==> src/rtl/ekf_pose_covariance_predict_core_assert.svh <==
// assertion macros for the pose covariance predict core
// expects aclk and aresetn in the scope of the module that uses them
`ifndef EKF_POSE_COVARIANCE_PREDICT_CORE_ASSERT_SVH
`define EKF_POSE_COVARIANCE_PREDICT_CORE_ASSERT_SVH

// consequent checked in the same cycle
`define EPC_ASSERT_SAME(lbl, ante, cons, msg) \
    lbl: assert property (@(posedge aclk) disable iff (!aresetn) (ante) |-> (cons)) \
        else $error(msg);

// consequent checked in the next cycle
`define EPC_ASSERT_NEXT(lbl, ante, cons, msg) \
    lbl: assert property (@(posedge aclk) disable iff (!aresetn) (ante) |=> (cons)) \
        else $error(msg);

`endif

==> src/rtl/epc_ram.sv <==
// generic single write, single read ram with registered read data
// no dependencies
module epc_ram #(
    parameter int WIDTH  = 64,
    parameter int DEPTH  = 32,
    parameter int ADDR_W = $clog2(DEPTH)
) (
    input  logic              aclk,
    input  logic              we,
    input  logic [ADDR_W-1:0] waddr,
    input  logic [WIDTH-1:0]  wdata,
    input  logic [ADDR_W-1:0] raddr,
    output logic [WIDTH-1:0]  rdata
);

    logic [WIDTH-1:0] mem [DEPTH];

    always_ff @(posedge aclk) begin
        if (we) begin
            mem[waddr] <= wdata;
        end
        rdata <= mem[raddr];
    end

endmodule

==> config.mk <==
export PLATFORM = sky130hd
export DESIGN_NAME = epc_ram
export DESIGN_NICKNAME = d
export VERILOG_FILES = /design/src/rtl/ekf_pose_covariance_predict_core_assert.svh /design/src/rtl/epc_ram.sv
export SDC_FILE = /design/constraint.sdc
export NUM_CORES = 2
export LEC_CHECK = 0
export BUFFER_PORTS_ARGS = -buffer_cell sky130_fd_sc_hd__buf_4
export CELL_PAD_IN_SITES_DETAIL_PLACEMENT = 1
export CELL_PAD_IN_SITES_GLOBAL_PLACEMENT = 1
export CORE_MARGIN = 4
export CORE_UTILIZATION = 56
export DETAILED_ROUTE_END_ITERATION = 7
export GPL_ROUTABILITY_DRIVEN = 1
export GPL_TIMING_DRIVEN = 1
export MAX_ROUTING_LAYER = met4
export PLACE_DENSITY = 0.86
export SLEW_MARGIN = 20
export SYNTH_ARGS = -nofsm -noshare
export SYNTH_HDL_FRONTEND = slang
export SYNTH_SLANG_ARGS = --single-unit
==> constraint.sdc <==
create_clock -name aclk -period 6.7 [get_ports aclk]
set_clock_uncertainty 0.05 [all_clocks]
set_input_delay 1.675 -clock aclk [delete_from_list [all_inputs] [get_ports aclk]]
set_output_delay 1.675 -clock aclk [all_outputs]
set_load 0.02 [all_outputs]
==> impl_metrics.py <==
metrics = {
    "run_status": {
        "status": "finished clean",
    },
    "logic_synthesis": {
        "synth-edff-count": 2048,
        "synth_most_common_cell": "edfxtp_1",
        "synth_warnings": 0,
        "yosysUniqueCellTypes": 31,
        "synthArstFlopShare": 0,
        "yosysSeqAreaShare": 0.7950,
        "synth.avg_cell_area_um2": 25.50,
        "yosys_register_bits": 2112,
        "synthFlopType": "edfxtp_1",
        "synth.area.top_cells": "edfxtp_1 78%, mux4_2 17%, dfxtp_1 1.6%, mux2_2 1.1%, mux2i_1 0.48%",
        "ys_top_cells_by_count": "2048 x edfxtp_1, 602 x mux4_2, 74 x mux2_2",
        "syn-instance-count": 3097,
        "synth_top_area_share": 0.7788,
        "syn_area_um2": 78960,
        "syn_nets": 3173,
        "yosysTopAreaCell": "edfxtp_1",
    },
    "pwr": {
        "powerDensity_nw_per_um2": 312.2,
        "max-vdd-ir-drop_mv": 0.2861,
        "p_leak_nw": 28.05,
    },
    "clock_tree": {
        "root_buffer": "clkbuf_16",
        "post_cts_resized": 0,
        "htree_num_levels": 4,
        "postCtsHoldBufs": 0,
        "cts.sinks": 2112,
        "cts_tree": "built",
        "clkTransAtPathRegs_ns": 0.07,
        "cts_setup_buffers": 0,
        "cts_made_buffers": 196,
        "clock_latency_ns": 0.84,
        "ctsLongestPathBuffers": 3,
    },
    "critical_path": {
        "path_max_fanout": 81,
        "endpoint": "rdata[15]",
        "path_class": "input pin to register",
        "reg2reg_depth": 3,
        "critical_path_required_ns": 7.34,
        "crit_cells": 5,
        "cp_num_buf_inv": 2,
        "max_stage_delay_ns": 0.72,
        "rr_endpoint": "rdata[58]",
        "reg2reg_setup_slack_ns": 4.66,
        "worstPathArrival_ns": 4.47,
        "end_kind": "register",
        "crit_chain": "buf_8 > buf_4 > mux4_2 > mux4_2 > mux2_2",
        "crit_family": "buffers and inverters",
        "cp-start-kind": "input pin",
        "worstSetupStartpoint": "raddr[1]",
        "r2r_start": "mem[10][58]",
        "cp_slowest_cell": "buf_4",
        "cpMostUsedCell": "mux4_2",
    },
    "placement": {
        "dpl.hpwl_mm": 100.0,
        "place_ws_ns": 2.023,
        "gp_routability_congestion": 0.7354,
        "port_buffers": 139,
        "placed_area_um2": 82990,
    },
    "detailed_routing": {
        "route.met3.wl_mm": 25.65,
        "ant_nets": 0,
        "routed-wl-met2_mm": 115.9,
        "top_layer": "met4",
        "via_per_inst": 7.014,
        "first_iter_violations": 6337,
        "post_drt_wl_per_cell_um": 42.01,
        "drcViolationCount": 0,
        "first_pass_iters": 5,
        "via_count": 38050,
        "met1_length_mm": 75.88,
        "totalWireLength_mm": 227.9,
    },
    "floorplan": {
        "fp-row-count": 137,
        "core_area_um2": 139900,
        "dieWidth_um": 383.5,
        "dieArea_um2": 147100,
        "die_h_um": 383.5,
        "num_io_pins": 140,
        "start_util": 0.5645,
    },
    "timing": {
        "fin_hold_ws_ns": 0.7819,
        "timing.final.crit_share": 0.5708,
        "worst_pin_slew_ns": 1.113,
        "slew_headroom": 0.2579,
        "fmax_mhz": 261.5,
        "min_period_ns": 3.824,
        "slew_violations": 0,
        "rsz0062_at_grt": "no",
        "tns_ns": 0,
        "worst_slack_ns": 2.876,
        "final_hold_viol_count": 0,
        "setup_viol_count_final": 0,
    },
    "global_routing": {
        "grt_max_degree": 90,
        "grt_pass1_wl_mm": 318.4,
        "first_global_vias": 40180,
        "gr-usage-all-layers": 0.3249,
        "grt_antenna_before_repair": 13,
        "grt_overflow": 0,
    },
    "final_layout": {
        "nNetsFinal": 3439,
        "post-route-cell-area_um2": 89770,
        "area_delta_synth_final_pct": 13.68,
        "drive_gt1_frac": 0.3511,
    },
    "flow_run": {
        "maxCapViolations": 0,
    },
    "worst_hold_path": {
        "hp-class": "register to register",
    },
}
[per-stage QoR]
step                  util  power [W]  instances
floorplan                -    0.01582       3097
global placement    0.5934    0.01635       5039
detailed placement  0.5934    0.01644       5039
CTS                 0.6411    0.02812       5406
global route        0.6417    0.02878       5421
finish              0.6418    0.02802       5425
[registers in the layout (all words and copies together), names as in the netlist]
register and cells:
rdata 64, mem 2048
[cells by family (layout without fill, tap and decap cells)]
| logic type | after synthesis | count (layout) | share of synthesized area |
|---|---|---|---|
| buffers and inverters | 157 | 592 | 0.009444 |
| flip-flops | 2112 | 2112 | 0.7950 |
| multiplexers | 714 | 714 | 0.1871 |
| other | 0 | 17 | 0 |
| AO/OA/AOI/OAI | 50 | 50 | 0.004659 |
| AND/OR/NAND/NOR | 64 | 64 | 0.003787 |
[worst min path at each step]
stage,startpoint,endpoint,slack (ns),cells past startpoint
global placement,mem[4][34],rdata[34],0.71,3
finish,mem[4][13],rdata[13],0.78,3
CTS,mem[4][13],rdata[13],0.78,3
floorplan,mem[20][25],rdata[25],0.67,4
global route,mem[2][36],rdata[36],0.83,4
detailed placement,mem[10][36],rdata[36],0.77,4
[layer usage]
layer,GRT usage,vias up
met2,0.5205,3247
met4,0.1371,0
li1,-,14050
met3,0.07707,625
met5,-,-
met1,0.4047,20130
[worst min-delay path, delay by kind of cell, from the launching register on]
| kind | cells | cell delay (ns) |
|---|---|---|
| DFF | 1 | 0.33 |
| muxes | 1 | 0.08 |
| AOI/OAI and AO/OA | 2 | 0.40 |
[layout make-up]
class                           instances  area, µm²
Clock inverter                        102       1171
Fill cell                           10780      50110
Multi-Input combinational cell        828      15680
Timing Repair Buffer                  224       2232
Clock buffer                          265       5512
Antenna cell                           17      42.54
Tap cell                             1876       2347
Sequential cell                      2112      62780
Inverter                                1      3.754
[report_power, final]
group          switching, W  internal [W]
Clock               0.00514       0.00667
Combinational      0.000818      0.000599
Sequential         0.000112        0.0147
Total               0.00607        0.0220
[cell usage in the layout (no fill, tap or decap), drive strengths merged, types with 5 or more instances in the layout]
cell | synthesis | layout
clkinv | 0 | 67
clkbuf | 55 | 265
dfxtp | 64 | 64
mux4 | 602 | 602
clkinvlp | 0 | 7
a221oi | 12 | 12
nand3b | 5 | 5
buf | 101 | 224
nor2 | 41 | 41
o21ai | 9 | 9
diode | 0 | 17
o22ai | 10 | 10
bufinv | 0 | 23
edfxtp | 2048 | 2048
mux2i | 38 | 38
mux2 | 74 | 74
inv | 1 | 6
Power figures use the tool's default switching activity.
